===== src/rtl/u16550_pkg.sv =====
// ----------------------------------------------------------------------------
// u16550_pkg: shared definitions for the 16550-style UART register block
// Operation codes, register offsets, register bit constants, the FIFO
// control word and the receive trigger level table.
// ----------------------------------------------------------------------------
package u16550_pkg;

  // Default FIFO depth in bytes.
  localparam int FIFO_DEPTH_DEF = 16;

  // Kinds of input word.
  typedef enum logic [1:0] {
    OP_READ    = 2'd0,
    OP_WRITE   = 2'd1,
    OP_LINE_RX = 2'd2,
    OP_TX_TICK = 2'd3
  } op_e;

  // Register offsets from the port base.
  localparam logic [2:0] REG_RBR_THR = 3'd0;
  localparam logic [2:0] REG_IER     = 3'd1;
  localparam logic [2:0] REG_IIR     = 3'd2;
  localparam logic [2:0] REG_LCR     = 3'd3;
  localparam logic [2:0] REG_MCR     = 3'd4;
  localparam logic [2:0] REG_LSR     = 3'd5;
  localparam logic [2:0] REG_MSR     = 3'd6;
  localparam logic [2:0] REG_SCR     = 3'd7;

  // Interrupt identification values.
  localparam logic [7:0] IIR_NO_IRQ   = 8'h01;
  localparam logic [7:0] IIR_FIFO_ON  = 8'hC0;

  // Control word from the register logic to one FIFO.
  typedef struct packed {
    logic push;
    logic pop;
    logic clear;
  } fifo_ctrl_t;

  // Receive trigger level for a selector, limited to the FIFO depth.
  function automatic int trig_level(logic [1:0] sel, int depth);
    int lvl;
    case (sel)
      2'd0:    lvl = 1;
      2'd1:    lvl = 4;
      2'd2:    lvl = 8;
      default: lvl = 14;
    endcase
    if (lvl > depth) begin
      lvl = depth;
    end
    return lvl;
  endfunction

endpackage


===== src/rtl/u16550_in_if.sv =====
// ----------------------------------------------------------------------------
// u16550_in_if: input channel of the UART register block
// Carries one bus access or line event per word with a valid/ready handshake.
// ----------------------------------------------------------------------------
interface u16550_in_if;
  logic       valid;
  logic       ready;
  logic [1:0] operation;
  logic [2:0] reg_offset;
  logic [7:0] write_data;
  logic [7:0] line_byte;

  modport source (output valid, output operation, output reg_offset,
                  output write_data, output line_byte, input ready);
  modport sink (input valid, input operation, input reg_offset,
                input write_data, input line_byte, output ready);
endinterface


===== src/rtl/u16550_out_if.sv =====
// ----------------------------------------------------------------------------
// u16550_out_if: result channel of the UART register block
// Carries one result word per accepted input word with a valid/ready handshake.
// ----------------------------------------------------------------------------
interface u16550_out_if;
  logic       valid;
  logic       ready;
  logic [7:0] read_data;
  logic       tx_valid;
  logic [7:0] tx_byte;
  logic       rx_trigger_reached;

  modport source (output valid, output read_data, output tx_valid,
                  output tx_byte, output rx_trigger_reached, input ready);
  modport sink (input valid, input read_data, input tx_valid,
                input tx_byte, input rx_trigger_reached, output ready);
endinterface


===== src/rtl/u16550_fifo_cell.sv =====
// ----------------------------------------------------------------------------
// u16550_fifo_cell: one byte cell of a shifting FIFO
// Loads a pushed byte, or takes its neighbor's byte when the FIFO pops.
// ----------------------------------------------------------------------------
module u16550_fifo_cell (
  input  logic       clk_i,
  input  logic       load_i,
  input  logic       shift_i,
  input  logic [7:0] load_data_i,
  input  logic [7:0] next_data_i,
  output logic [7:0] data_o
);

  logic [7:0] data_q;
  logic [7:0] data_d;

  // A push lands in the first free cell; a pop moves every byte one cell
  // toward the head.
  always_comb begin
    data_d = data_q;
    if (load_i) begin
      data_d = load_data_i;
    end else if (shift_i) begin
      data_d = next_data_i;
    end
  end

  always_ff @(posedge clk_i) begin
    data_q <= data_d;
  end

  assign data_o = data_q;

endmodule


===== src/rtl/u16550_fifo.sv =====
// ----------------------------------------------------------------------------
// u16550_fifo: byte FIFO built as a chain of shifting cells
// The oldest byte always sits in cell zero; a fill counter marks the tail.
// ----------------------------------------------------------------------------
module u16550_fifo #(
  parameter int FIFO_DEPTH = u16550_pkg::FIFO_DEPTH_DEF,
  parameter int FILL_W     = $clog2(FIFO_DEPTH + 1)
) (
  input  logic                   clk_i,
  input  logic                   rst_ni,
  input  u16550_pkg::fifo_ctrl_t ctrl_i,
  input  logic [7:0]             push_data_i,
  output logic [7:0]             head_data_o,
  output logic [FILL_W-1:0]      fill_o
);

  logic [FILL_W-1:0] fill_q;
  logic [FILL_W-1:0] fill_d;
  logic [7:0]        cell_data [FIFO_DEPTH];

  // Row of cells; each one hands its byte to the cell ahead on a pop.
  for (genvar i = 0; i < FIFO_DEPTH; i++) begin : g_cell
    logic [7:0] next_data;
    if (i == FIFO_DEPTH - 1) begin : g_last
      assign next_data = cell_data[i];
    end else begin : g_mid
      assign next_data = cell_data[i + 1];
    end
    u16550_fifo_cell u_cell (
      .clk_i       (clk_i),
      .load_i      (ctrl_i.push && (fill_q == FILL_W'(i))),
      .shift_i     (ctrl_i.pop),
      .load_data_i (push_data_i),
      .next_data_i (next_data),
      .data_o      (cell_data[i])
    );
  end

  // Fill counter; a clear only drops the count, the cells keep stale bytes.
  always_comb begin
    fill_d = fill_q;
    if (ctrl_i.clear) begin
      fill_d = '0;
    end else if (ctrl_i.push) begin
      fill_d = fill_q + FILL_W'(1);
    end else if (ctrl_i.pop) begin
      fill_d = fill_q - FILL_W'(1);
    end
  end

  always_ff @(posedge clk_i or negedge rst_ni) begin
    if (!rst_ni) begin
      fill_q <= '0;
    end else begin
      fill_q <= fill_d;
    end
  end

  assign head_data_o = cell_data[0];
  assign fill_o      = fill_q;

`ifndef NO_ASSERTIONS
  a_fill_bound: assert property (@(posedge clk_i) disable iff (!rst_ni)
    fill_q <= FILL_W'(FIFO_DEPTH))
    else $error("FIFO fill count exceeds its depth");
  a_push_pop_excl: assert property (@(posedge clk_i) disable iff (!rst_ni)
    !(ctrl_i.push && ctrl_i.pop))
    else $error("FIFO pushed and popped in one cycle");
  a_clear_empties: assert property (@(posedge clk_i) disable iff (!rst_ni)
    ctrl_i.clear |=> (fill_q == '0))
    else $error("FIFO not empty after clear");
`endif

endmodule


===== src/rtl/uart_16550_register_block_top.sv =====
// ----------------------------------------------------------------------------
// uart_16550_register_block_top: 16550-style UART register block
// Register map, divisor latch, line/modem control and two byte FIFOs.
// ----------------------------------------------------------------------------
// Usage:
//   in_i carries one word per access: a register read or write, a byte
//   received from the line, or a transmit tick that sends one queued byte.
//   out_o returns exactly one result word for every accepted input word:
//   the read value, the byte sent on the line and the receive trigger flag.
//   The result sits in the output register in the cycle after the input
//   word is accepted. Throughput is one word per cycle while out_o is not
//   stalled; every register and FIFO update completes in the accepting cycle.
//   The two FIFOs are rows of shifting byte cells with fill counters, so a
//   push or a pop updates the cells and the fill count together.
//   If the receiver stalls out_o, the result is held and in_i.ready stays
//   low until the output register is taken; it may be refilled in the same
//   cycle it is emptied.
//   Reset clears the register map, the FIFO fill counts and the output valid
//   flag; no clearing pass is run and the block accepts words right away.
// ----------------------------------------------------------------------------
module uart_16550_register_block_top #(
  parameter int FIFO_DEPTH = u16550_pkg::FIFO_DEPTH_DEF
) (
  input  logic         clk_i,
  input  logic         rst_ni,
  u16550_in_if.sink    in_i,
  u16550_out_if.source out_o
);

  localparam int FILL_W = $clog2(FIFO_DEPTH + 1);

  // Architectural registers.
  logic [15:0] div_q, div_d;
  logic [7:0]  lcr_q, lcr_d;
  logic [3:0]  ier_q, ier_d;
  logic        fifo_en_q, fifo_en_d;
  logic [1:0]  trig_sel_q, trig_sel_d;
  logic [4:0]  mcr_q, mcr_d;
  logic [7:0]  scr_q, scr_d;
  logic        overrun_q, overrun_d;

  // Output register.
  logic        out_valid_q;
  logic [7:0]  rd_q, rd_d;
  logic        tv_q, tv_d;
  logic [7:0]  tb_q, tb_d;
  logic        trig_q, trig_d;

  // FIFO connections.
  u16550_pkg::fifo_ctrl_t rx_ctrl, tx_ctrl;
  logic [7:0]        rx_push_data;
  logic [7:0]        rx_head, tx_head;
  logic [FILL_W-1:0] rx_fill, tx_fill, rx_fill_nx, trig_lvl;

  logic            in_acc;
  logic            dlab, loop_mode, rx_full, tx_full, fifo_chg;
  u16550_pkg::op_e op;

  assign in_i.ready = !out_valid_q || out_o.ready;
  assign in_acc     = in_i.valid && in_i.ready;
  assign op         = u16550_pkg::op_e'(in_i.operation);
  assign dlab       = lcr_q[7];
  assign loop_mode  = mcr_q[4];
  assign rx_full    = fifo_en_q ? (rx_fill == FILL_W'(FIFO_DEPTH)) : (rx_fill != '0);
  assign tx_full    = fifo_en_q ? (tx_fill == FILL_W'(FIFO_DEPTH)) : (tx_fill != '0);
  assign fifo_chg   = in_i.write_data[0] != fifo_en_q;

  u16550_fifo #(
    .FIFO_DEPTH (FIFO_DEPTH),
    .FILL_W     (FILL_W)
  ) u_rx_fifo (
    .clk_i       (clk_i),
    .rst_ni      (rst_ni),
    .ctrl_i      (rx_ctrl),
    .push_data_i (rx_push_data),
    .head_data_o (rx_head),
    .fill_o      (rx_fill)
  );

  u16550_fifo #(
    .FIFO_DEPTH (FIFO_DEPTH),
    .FILL_W     (FILL_W)
  ) u_tx_fifo (
    .clk_i       (clk_i),
    .rst_ni      (rst_ni),
    .ctrl_i      (tx_ctrl),
    .push_data_i (in_i.write_data),
    .head_data_o (tx_head),
    .fill_o      (tx_fill)
  );

  // Decode of one input word into register updates, FIFO controls and result.
  always_comb begin
    div_d        = div_q;
    lcr_d        = lcr_q;
    ier_d        = ier_q;
    fifo_en_d    = fifo_en_q;
    trig_sel_d   = trig_sel_q;
    mcr_d        = mcr_q;
    scr_d        = scr_q;
    overrun_d    = overrun_q;
    rx_ctrl      = '0;
    tx_ctrl      = '0;
    rx_push_data = in_i.write_data;
    rd_d         = '0;
    tv_d         = 1'b0;
    tb_d         = '0;
    if (in_acc) begin
      case (op)
        u16550_pkg::OP_READ: begin
          case (in_i.reg_offset)
            u16550_pkg::REG_RBR_THR: begin
              if (dlab) begin
                rd_d = div_q[7:0];
              end else if (rx_fill != '0) begin
                rd_d        = rx_head;
                rx_ctrl.pop = 1'b1;
              end
            end
            u16550_pkg::REG_IER: begin
              rd_d = dlab ? div_q[15:8] : {4'b0, ier_q};
            end
            u16550_pkg::REG_IIR: begin
              rd_d = u16550_pkg::IIR_NO_IRQ |
                     (fifo_en_q ? u16550_pkg::IIR_FIFO_ON : 8'h00);
            end
            u16550_pkg::REG_LCR: rd_d = lcr_q;
            u16550_pkg::REG_MCR: rd_d = {3'b0, mcr_q};
            u16550_pkg::REG_LSR: begin
              rd_d = {1'b0, tx_fill == '0, tx_fill == '0, 3'b0, overrun_q,
                      rx_fill != '0};
              overrun_d = 1'b0;
            end
            u16550_pkg::REG_MSR: begin
              if (loop_mode) begin
                rd_d = {mcr_q[3], mcr_q[2], mcr_q[0], mcr_q[1], 4'b0};
              end
            end
            default: rd_d = scr_q;
          endcase
        end
        u16550_pkg::OP_WRITE: begin
          case (in_i.reg_offset)
            u16550_pkg::REG_RBR_THR: begin
              if (dlab) begin
                div_d[7:0] = in_i.write_data;
              end else if (loop_mode) begin
                if (rx_full) begin
                  overrun_d = 1'b1;
                end else begin
                  rx_ctrl.push = 1'b1;
                end
              end else if (!tx_full) begin
                tx_ctrl.push = 1'b1;
              end
            end
            u16550_pkg::REG_IER: begin
              if (dlab) begin
                div_d[15:8] = in_i.write_data;
              end else begin
                ier_d = in_i.write_data[3:0];
              end
            end
            u16550_pkg::REG_IIR: begin
              rx_ctrl.clear = fifo_chg || in_i.write_data[1];
              tx_ctrl.clear = fifo_chg || in_i.write_data[2];
              fifo_en_d     = in_i.write_data[0];
              trig_sel_d    = in_i.write_data[7:6];
            end
            u16550_pkg::REG_LCR: lcr_d = in_i.write_data;
            u16550_pkg::REG_MCR: mcr_d = in_i.write_data[4:0];
            u16550_pkg::REG_SCR: scr_d = in_i.write_data;
            default: ;
          endcase
        end
        u16550_pkg::OP_LINE_RX: begin
          // The receiver is cut off from the line in loopback.
          if (!loop_mode) begin
            rx_push_data = in_i.line_byte;
            if (rx_full) begin
              overrun_d = 1'b1;
            end else begin
              rx_ctrl.push = 1'b1;
            end
          end
        end
        default: begin
          // Transmit tick: send the oldest queued byte, or loop it back.
          if (tx_fill != '0) begin
            tx_ctrl.pop = 1'b1;
            if (loop_mode) begin
              rx_push_data = tx_head;
              if (rx_full) begin
                overrun_d = 1'b1;
              end else begin
                rx_ctrl.push = 1'b1;
              end
            end else begin
              tv_d = 1'b1;
              tb_d = tx_head;
            end
          end
        end
      endcase
    end
  end

  // Receive fill after this word, compared against the new trigger level.
  always_comb begin
    rx_fill_nx = rx_fill;
    if (rx_ctrl.clear) begin
      rx_fill_nx = '0;
    end else if (rx_ctrl.push) begin
      rx_fill_nx = rx_fill + FILL_W'(1);
    end else if (rx_ctrl.pop) begin
      rx_fill_nx = rx_fill - FILL_W'(1);
    end
    trig_lvl = fifo_en_d ? FILL_W'(u16550_pkg::trig_level(trig_sel_d, FIFO_DEPTH))
                         : FILL_W'(1);
    trig_d   = rx_fill_nx >= trig_lvl;
  end

  // Register file and output valid flag.
  always_ff @(posedge clk_i or negedge rst_ni) begin
    if (!rst_ni) begin
      div_q       <= '0;
      lcr_q       <= '0;
      ier_q       <= '0;
      fifo_en_q   <= 1'b0;
      trig_sel_q  <= '0;
      mcr_q       <= '0;
      scr_q       <= '0;
      overrun_q   <= 1'b0;
      out_valid_q <= 1'b0;
    end else begin
      div_q      <= div_d;
      lcr_q      <= lcr_d;
      ier_q      <= ier_d;
      fifo_en_q  <= fifo_en_d;
      trig_sel_q <= trig_sel_d;
      mcr_q      <= mcr_d;
      scr_q      <= scr_d;
      overrun_q  <= overrun_d;
      if (in_acc) begin
        out_valid_q <= 1'b1;
      end else if (out_o.ready) begin
        out_valid_q <= 1'b0;
      end
    end
  end

  // Result payload, loaded when a word is accepted.
  always_ff @(posedge clk_i) begin
    if (in_acc) begin
      rd_q   <= rd_d;
      tv_q   <= tv_d;
      tb_q   <= tb_d;
      trig_q <= trig_d;
    end
  end

  assign out_o.valid              = out_valid_q;
  assign out_o.read_data          = rd_q;
  assign out_o.tx_valid           = tv_q;
  assign out_o.tx_byte            = tb_q;
  assign out_o.rx_trigger_reached = trig_q;

`ifndef NO_ASSERTIONS
  a_rx_single: assert property (@(posedge clk_i) disable iff (!rst_ni)
    !fifo_en_q |-> (rx_fill <= FILL_W'(1)))
    else $error("Receive FIFO holds more than one byte with FIFOs disabled");
  a_tx_single: assert property (@(posedge clk_i) disable iff (!rst_ni)
    !fifo_en_q |-> (tx_fill <= FILL_W'(1)))
    else $error("Transmit FIFO holds more than one byte with FIFOs disabled");
  a_lsr_clears: assert property (@(posedge clk_i) disable iff (!rst_ni)
    (in_acc && (op == u16550_pkg::OP_READ) &&
     (in_i.reg_offset == u16550_pkg::REG_LSR)) |=> !overrun_q)
    else $error("Overrun flag not cleared by a line status read");
`endif

endmodule

===== src/flat_wrapper.sv =====
// flat-port wrapper written by rule: the top's interface ports become plain ports
module uart_16550_register_block_top_flat 
#(
  parameter int FIFO_DEPTH = u16550_pkg::FIFO_DEPTH_DEF
)
  (clk_i, rst_ni, in_i_valid, in_i_operation, in_i_reg_offset, in_i_write_data, in_i_line_byte, in_i_ready, out_o_valid, out_o_read_data, out_o_tx_valid, out_o_tx_byte, out_o_rx_trigger_reached, out_o_ready);
  u16550_in_if in_i_i ();
  u16550_out_if out_o_i ();
  input  logic clk_i;
  input  logic rst_ni;
  input wire logic [$bits(in_i_i.valid)-1:0] in_i_valid;
  input wire logic [$bits(in_i_i.operation)-1:0] in_i_operation;
  input wire logic [$bits(in_i_i.reg_offset)-1:0] in_i_reg_offset;
  input wire logic [$bits(in_i_i.write_data)-1:0] in_i_write_data;
  input wire logic [$bits(in_i_i.line_byte)-1:0] in_i_line_byte;
  output wire logic [$bits(in_i_i.ready)-1:0] in_i_ready;
  output wire logic [$bits(out_o_i.valid)-1:0] out_o_valid;
  output wire logic [$bits(out_o_i.read_data)-1:0] out_o_read_data;
  output wire logic [$bits(out_o_i.tx_valid)-1:0] out_o_tx_valid;
  output wire logic [$bits(out_o_i.tx_byte)-1:0] out_o_tx_byte;
  output wire logic [$bits(out_o_i.rx_trigger_reached)-1:0] out_o_rx_trigger_reached;
  input wire logic [$bits(out_o_i.ready)-1:0] out_o_ready;
  assign in_i_i.valid = in_i_valid;
  assign in_i_i.operation = in_i_operation;
  assign in_i_i.reg_offset = in_i_reg_offset;
  assign in_i_i.write_data = in_i_write_data;
  assign in_i_i.line_byte = in_i_line_byte;
  assign in_i_ready = in_i_i.ready;
  assign out_o_valid = out_o_i.valid;
  assign out_o_read_data = out_o_i.read_data;
  assign out_o_tx_valid = out_o_i.tx_valid;
  assign out_o_tx_byte = out_o_i.tx_byte;
  assign out_o_rx_trigger_reached = out_o_i.rx_trigger_reached;
  assign out_o_i.ready = out_o_ready;
  uart_16550_register_block_top #(.FIFO_DEPTH(FIFO_DEPTH)) u_core (.clk_i(clk_i), .rst_ni(rst_ni), .in_i(in_i_i), .out_o(out_o_i));
endmodule

===== config.mk =====
export PLATFORM = sky130hd
export DESIGN_NAME = uart_16550_register_block_top_flat
export DESIGN_NICKNAME = d
export VERILOG_FILES = /design/src/rtl/u16550_pkg.sv /design/src/rtl/u16550_in_if.sv /design/src/rtl/u16550_out_if.sv /design/src/rtl/u16550_fifo_cell.sv /design/src/rtl/u16550_fifo.sv /design/src/rtl/uart_16550_register_block_top.sv /design/src/flat_wrapper.sv
export SDC_FILE = /design/constraint.sdc
export NUM_CORES = 1
export LEC_CHECK = 0
export BUFFER_PORTS_ARGS = -buffer_cell sky130_fd_sc_hd__buf_2
export CAP_MARGIN = 25
export CORE_MARGIN = 5
export CORE_UTILIZATION = 30
export DETAILED_ROUTE_END_ITERATION = 6
export SYNTH_ARGS = -nofsm -noshare
export SYNTH_HDL_FRONTEND = slang
export SYNTH_SLANG_ARGS = --single-unit

===== constraint.sdc =====
create_clock -name clk_i -period 3.3 [get_ports clk_i]
set_input_delay 0.165 -clock clk_i [delete_from_list [all_inputs] [get_ports clk_i]]
set_output_delay 0.165 -clock clk_i [all_outputs]
set_load 0.01 [all_outputs]

==> results.toml, run 1 <==
[hold_path]
holdPathStages = 3
min_from = "out_o_ready"
hold_class = "in -> reg"
worstHoldEndpoint = "u_core.out_o.valid"

[critical_path]
r2r_end = "u_core.out_o.rx_trigger_reached"
slowest_delay_ns = 0.39
critPathKind = "reg -> reg"
required_ns = 3.58
start_kind = "flop"
arrival_ns = 3.37
crit_family = "compound AO/OA/AOI/OAI gates"
cp_slowest_cell = "dfrtp_1"
crit_path_end_kind = "flop"
rr_worst_depth = 12
path_cells = "nand2b_1, nand2_1, inv_1, buf_6, o2111a_1, a21oi_1, o21ai_0, nor3b_1, ha_1, a21o_1, a21oi_1, o21ai_0"
r2r-start = "u_core.out_o.valid"
crit_fanout = 21
rrSetupSlack_ns = 0.21
critPathBufInv = 2

[placement]
place_ws_ns = 0.164
io_buffer_count = 44
place_congestion = 0.834
dp_hpwl_um = 23900
placed_cells = 1875

[floorplan]
start_util = 0.303
die-height_um = 235
placementRows = 82
io_pins = 45
chipWidth_um = 235
fp.dieArea_um2 = 55300
coreArea_um2 = 50200

[power_and_ir_drop]
internal_power_uw = 7920
clkPwrFrac = 0.396
fin_total_pwr_uw = 10700
p_sw_frac = 0.260
power_density_nw_per_um2 = 601
power_leakage_uw = 0.00675
seq_power_share = 0.459
p_sw_uw = 2780
pwr-share-comb = 0.146
ir_drop_mv = 0.281

[drt]
drc = 0
routed_wl_um = 35300
drt_iter0_markers = 664
via_per_inst = 4.81
wl_per_cell_um = 18.1
firstDrtPassIters = 6
ant_nets = 0
vias = 9370

[clocking]
clockRootBuffer = "clkbuf_16"
post-cts-setup-buffer-count = 0
cts_tree = "built"
h-tree-depth = 2
cts_buffer_depth = 3
cts.clk_slew.worst_paths_ns = 0.06
cts_sinks = 330
insertion_delay_ns = 0.54
cts_made_buffers = 36

[synthesis]
synthCells = 1166
synthTopCellsByCount = "edfxtp_1, nand2_1, o21ai_0"
ys.flop_type = "edfxtp_1"
async_reset_ff_frac = 0.170
ys_ff_latch = 330
yosys_warnings = 0
synthTopCellsByArea = "edfxtp_1, dfrtp_1, mux2_2, nand2_1, o21ai_0"
synth_nets = 1211
yosysUniqueCellTypes = 64
seq_area_frac_synth = 0.633
synth_area_um2 = 15200
synth_top_area_share = 0.541
synth_area_leader_cell = "edfxtp_1"
synth_area_per_cell_um2 = 13.0
synth_edf_count = 274
synth.most_common_cell = "edfxtp_1"

[timing]
setup_viol = 0
worst_slack_ns = 0.210
skew_ns = 0.0210
fin_crit_ns = 3.09
worst_pin_slew_ns = 0.832
clock.fmax_mhz = 324
rsz0062_at_grt = "no"
fin_setup_tns_ns = 0
fin_crit_sh = 0.936
relSlewSlack = 0.441
drv_slew = 0
hold_viol = 0

[finish]
nets = 1296
fillCellCount = 4807
layout.cells.non_filler = 1950
antennaDiodeCount = 0
syn_to_final_growth_pct = 16.9
drive_gt1_frac = 0.253

[global_route]
gr-usage-all-layers = 0.125
antenna_found_initial = 1
grt_pass1_wl_um = 54800
grt_max_degree = 36
grt_remaining_overflow = 0
grt_pass1_vias = 9374

[job]
maxCapViolations = 0

[outcome]
status = "finished clean"
## cell type report
cell class	count	area [µm²]	area share
Tap cell	672	841	0.0473
Sequential cell	330	9630	0.541
Inverter	21	78.8	0.00443
Clock buffer	44	993	0.0559
Timing Repair Buffer	116	802	0.0451
Multi-Input combinational cell	746	5180	0.291
Clock inverter	21	259	0.0146
## worst max-delay path by stage
stage	from	endpoint	depth (start not counted)
floorplan	u_core.out_o.valid	u_core.out_o.rx_trigger_reached	14
global placement	u_core.u_tx_fifo.fill_o[0]	u_core.out_o.rx_trigger_reached	14
CTS	u_core.u_tx_fifo.fill_o[0]	u_core.out_o.rx_trigger_reached	14
detailed placement	u_core.u_tx_fifo.fill_o[0]	u_core.out_o.rx_trigger_reached	14
global route	u_core.out_o.valid	u_core.out_o.rx_trigger_reached	12
finish	u_core.out_o.valid	u_core.out_o.rx_trigger_reached	12
## worst register-to-register path: cells and delay by family (launching register included)
kind | cells | cell delay [ns]
DFF | 1 | 0.39
AOI/OAI and AO/OA | 6 | 0.95
adders and majority gates | 1 | 0.30
and+or+nand+nor | 3 | 0.76
buffers and inverters | 2 | 0.44
## placed cells by master (no fill, tap or decap), types with 8 or more instances in the layout
| cell type | count |
|---|---|
| edfxtp_1 | 274 |
| nand3_2 | 11 |
| buf_2 | 44 |
| ha_1 | 19 |
| dlygate4sd3_1 | 10 |
| nor3_1 | 13 |
| o21ai_1 | 41 |
| buf_4 | 60 |
| nor2b_1 | 17 |
| mux2_4 | 8 |
| clkbuf_16 | 38 |
| nor2_1 | 23 |
| o22ai_2 | 8 |
| a22oi_1 | 11 |
| mux2_1 | 31 |
| and2_1 | 11 |
| o21ai_0 | 120 |
| dfrtp_1 | 56 |
| mux2_2 | 101 |
| nand2_1 | 193 |
| a21oi_1 | 17 |
| inv_1 | 20 |
| nand3_1 | 13 |
## cell families after synthesis
logic type,Yosys count,share of synthesized area
DFF,330,0.633
xor gates and xnor gates,6,0.00345
adders and majority gates,20,0.0164
buffers and inverters,90,0.0282
muxes,146,0.110
and+or+nand+nor,341,0.118
AOI/OAI and AO/OA,233,0.0918
## per-stage QoR
step	util	cell area, µm²	hold WS, ns
detailed placement	0.327	16400	0.300
finish	0.354	17800	0.170
CTS	0.354	17800	0.120
global route	0.354	17800	0.148
global placement	0.327	16400	0.299
floorplan	-	15200	-0.131
## sequential cells by signal (all words and copies together), names as in the netlist
| register | flops |
|---|---|
| u_core.u_rx_fifo.g_cell.u_cell.data_o | 128 |
| u_core.u_tx_fifo.g_cell.u_cell.data_o | 128 |
| u_core.div_q | 16 |
| u_core.lcr_q | 8 |
| u_core.out_o.read_data | 8 |
| u_core.out_o.tx_byte | 8 |
| u_core.scr_q | 8 |
| u_core.mcr_q | 5 |
| u_core.u_rx_fifo.fill_o | 5 |
| u_core.u_tx_fifo.fill_o | 5 |
| u_core.ier_q | 4 |
| u_core.trig_sel_q | 2 |
| u_core.fifo_en_q | 1 |
| u_core.out_o.rx_trigger_reached | 1 |
| u_core.out_o.tx_valid | 1 |
| u_core.out_o.valid | 1 |
| u_core.overrun_q | 1 |
## layer usage
| layer | routed length (µm) | global-route usage | up-vias |
|---|---|---|---|
| met4 | 1150 | 0.0457 | 2 |
| met5 | 18 | 0 | - |
| li1 | - | - | 4485 |
| met3 | 1940 | 0.0309 | 74 |
| met1 | 16100 | 0.167 | 4587 |
| met2 | 16100 | 0.198 | 222 |
## power groups by stage
stage	clock (µW)	combinational [µW]	sequential, µW
global placement	0	1510	4980
global route	4520	1700	4930
detailed placement	0	1530	4980
floorplan	0	1010	4950
finish	4230	1560	4910
CTS	4340	1550	4900
## repair_timing
| action | in CTS | in global routing |
|---|---|---|
| endpoints found under the setup margin | 0 | 9 |
| endpoints found under the hold margin | 47 | 0 |
| hold buffers | 10 | 0 |
| gates resized for setup | 0 | 6 |
Note: power is estimated with default switching activity, not from simulation.
==> run 2: changes to the inputs <==
- clock period: 3.3 -> 2.84 ns (I/O delays scaled with it)
==> run 2 against run 1 <==
  * The run now ends with hold timing left
  * Clock skew is 0.0087 ns higher
  * Combinational power is 47% higher
  * Non-clock buffer count is 63 higher
  * Utilization is 1.3 points higher
  * First-iteration DRC count is 3.2% higher
  * Cell count is 3.4% higher
  * Critical endpoint unchanged
==> results.toml, run 2 (synthesis gave the netlist of run 1 again) <==
[outcome]
status = "complete, but fails checks"
violations = "hold timing"

[drt]
drc = 0
via_per_inst = 4.84
drt_iter0_markers = 685
wl_per_cell_um = 18.3
vias = 9762
routed_wl_um = 36800
firstDrtPassIters = 6
ant_nets = 0

[floorplan]
placementRows = 82
io_pins = 45
fp.dieArea_um2 = 55300
start_util = 0.303
chipWidth_um = 235
die-height_um = 235
coreArea_um2 = 50200

[timing]
worst_pin_slew_ns = 0.799
hold_viol = 1
fin_crit_ns = 2.80
fin_setup_tns_ns = 0
relSlewSlack = 0.463
hold_ws_ns = -0.00573
skew_ns = 0.0296
drv_slew = 0
rsz0062_at_grt = "yes"
clock.fmax_mhz = 358
setup_viol = 0
worst_slack_ns = 0.0439
fin_crit_sh = 0.985

[placement]
placed_cell_area_um2 = 16900
io_buffer_count = 44
place_ws_ns = -0.0827
dp_hpwl_um = 24600
place_congestion = 0.874
placed_cells = 1922

[finish]
final_cell_mix = "edfxtp_1, nand2_1, o21ai_0"
fillCellCount = 4742
layout.cells.non_filler = 2016
drive_gt1_frac = 0.301
syn_to_final_growth_pct = 21.2
design_area_um2 = 18400
nets = 1360
antennaDiodeCount = 0
final_common_cell = "edfxtp_1"
regArea_um2 = 9630
multi_input_area_um2 = 5300

[hold_path]
hold_class = "in -> async"

[power_and_ir_drop]
internal_power_uw = 9110
power_leakage_uw = 0.00707
p_sw_frac = 0.275
seq_power_share = 0.453
p_sw_uw = 3460
pwr-share-comb = 0.182
power_density_nw_per_um2 = 682
clkPwrFrac = 0.365
ir_drop_mv = 0.359
fin_total_pwr_uw = 12600

[global_route]
grt_pass1_vias = 9666
grt_max_degree = 43
antenna_found_initial = 2
grt_remaining_overflow = 0
grt_pass1_wl_um = 56800
gr-usage-all-layers = 0.129

[critical_path]
cp_slowest_cell = "or4_4"
path_cells = "or4_4, buf_4, nor2_2, buf_4, nand3_1, a21oi_1, nor3_1, nor3b_1, ha_1, a21o_1, a21oi_2, o21ai_1"
start_kind = "flop"
slowest_delay_ns = 0.47
crit_path_end_kind = "flop"
r2r_end = "u_core.out_o.rx_trigger_reached"
critPathKind = "reg -> reg"
rrSetupSlack_ns = 0.04
r2r-start = "u_core.lcr_q[7]"
crit_fanout = 8
timing.critical_path.mode_cell = "buf_4"
rr_worst_depth = 12
arrival_ns = 3.10
required_ns = 3.15

[job]
maxCapViolations = 0

[clocking]
cts_buffer_depth = 3
clockRootBuffer = "clkbuf_16"
cts_tree = "built"
insertion_delay_ns = 0.56
cts_sinks = 330
cts_made_buffers = 37
cts.clk_slew.worst_paths_ns = 0.07
h-tree-depth = 2
run 2: cell count changes in the layout (fill, tap and decap cells not counted), moves of 3 or more:
cell,previous run,this run
buf_12,1,9
o21ai_1,41,47
o21ai_0,120,113
buf_6,1,6
clkinv_1,6,3
buf_4,60,108
clkinvlp_4,0,3
clkbuf_1,4,13
nand2_1,193,184
bufinv_16,6,1
nand2_2,0,8
run 2: how the worst max path moves through the flow:
stage                               start                                           end  slack, ns  depth (start not counted)
2_1_floorplan          u_core.out_o.valid               u_core.out_o.rx_trigger_reached      -0.14                         14
3_3_place_gp           in_i_reg_offset[0]               u_core.out_o.rx_trigger_reached      -0.07                         13
3_5_place_dp   u_core.u_tx_fifo.fill_o[0]               u_core.out_o.rx_trigger_reached      -0.08                         14
4_1_cts                   u_core.lcr_q[7]  u_core.u_rx_fifo.g_cell[11].u_cell.data_o[5]      0.001                          8
5_1_grt                   u_core.lcr_q[7]               u_core.out_o.rx_trigger_reached      -0.08                         12
6_report                  u_core.lcr_q[7]               u_core.out_o.rx_trigger_reached       0.04                         12
run 2: power groups by stage:
stage | clock network, µW | registers [µW] | logic (µW)
2_1_floorplan | 0 | 5770 | 1220
3_3_place_gp | 0 | 5770 | 2080
3_5_place_dp | 0 | 5780 | 2100
4_1_cts | 4700 | 5680 | 2130
5_1_grt | 4910 | 5710 | 2490
6_report | 4590 | 5690 | 2290
run 2: routing by layer:
| layer | routed length, µm | GRT usage |
|---|---|---|
| met1 | 16800 | 0.177 |
| met2 | 17000 | 0.209 |
| met3 | 2080 | 0.0261 |
| met4 | 915 | 0.0382 |
| met5 | 0 | 0 |
run 2: what timing repair did:
action / 4_1_cts / 5_1_grt
gates resized for setup: 4 / 30
buffers inserted: 0 / 13
pin swaps: 1 / 7
endpoints found under the hold margin: 54 / 0
endpoints found under the setup margin: 1 / 76
hold buffers: 10 / 0
cloned: 0 / 2
run 2: area by class of cell:
type                       instances  area share
multi-input combinational        746       0.288
tap                              672      0.0456
clock inverter                    14     0.00665
timing repair buffer             179      0.0775
sequential                       330       0.522
inverter                          21     0.00448
clock buffer                      54      0.0559
run 2: worst max-delay path, delay by kind of cell, from the launching register on:
kind,cells,cell delay (ns)
flip-flops,1,0.37
buffers and inverters,2,0.36
AND/OR/NAND/NOR,5,1.02
AO/OA/AOI/OAI,4,0.51
adder cells (fa/ha/maj),1,0.28
run 2: per-stage QoR:
stage / util / hold slack, ns
6_report: 0.367 / -0.00573
5_1_grt: 0.367 / 0.00577
2_1_floorplan: - / -0.154
3_3_place_gp: 0.337 / 0.356
3_5_place_dp: 0.337 / 0.353
4_1_cts: 0.362 / 0.115
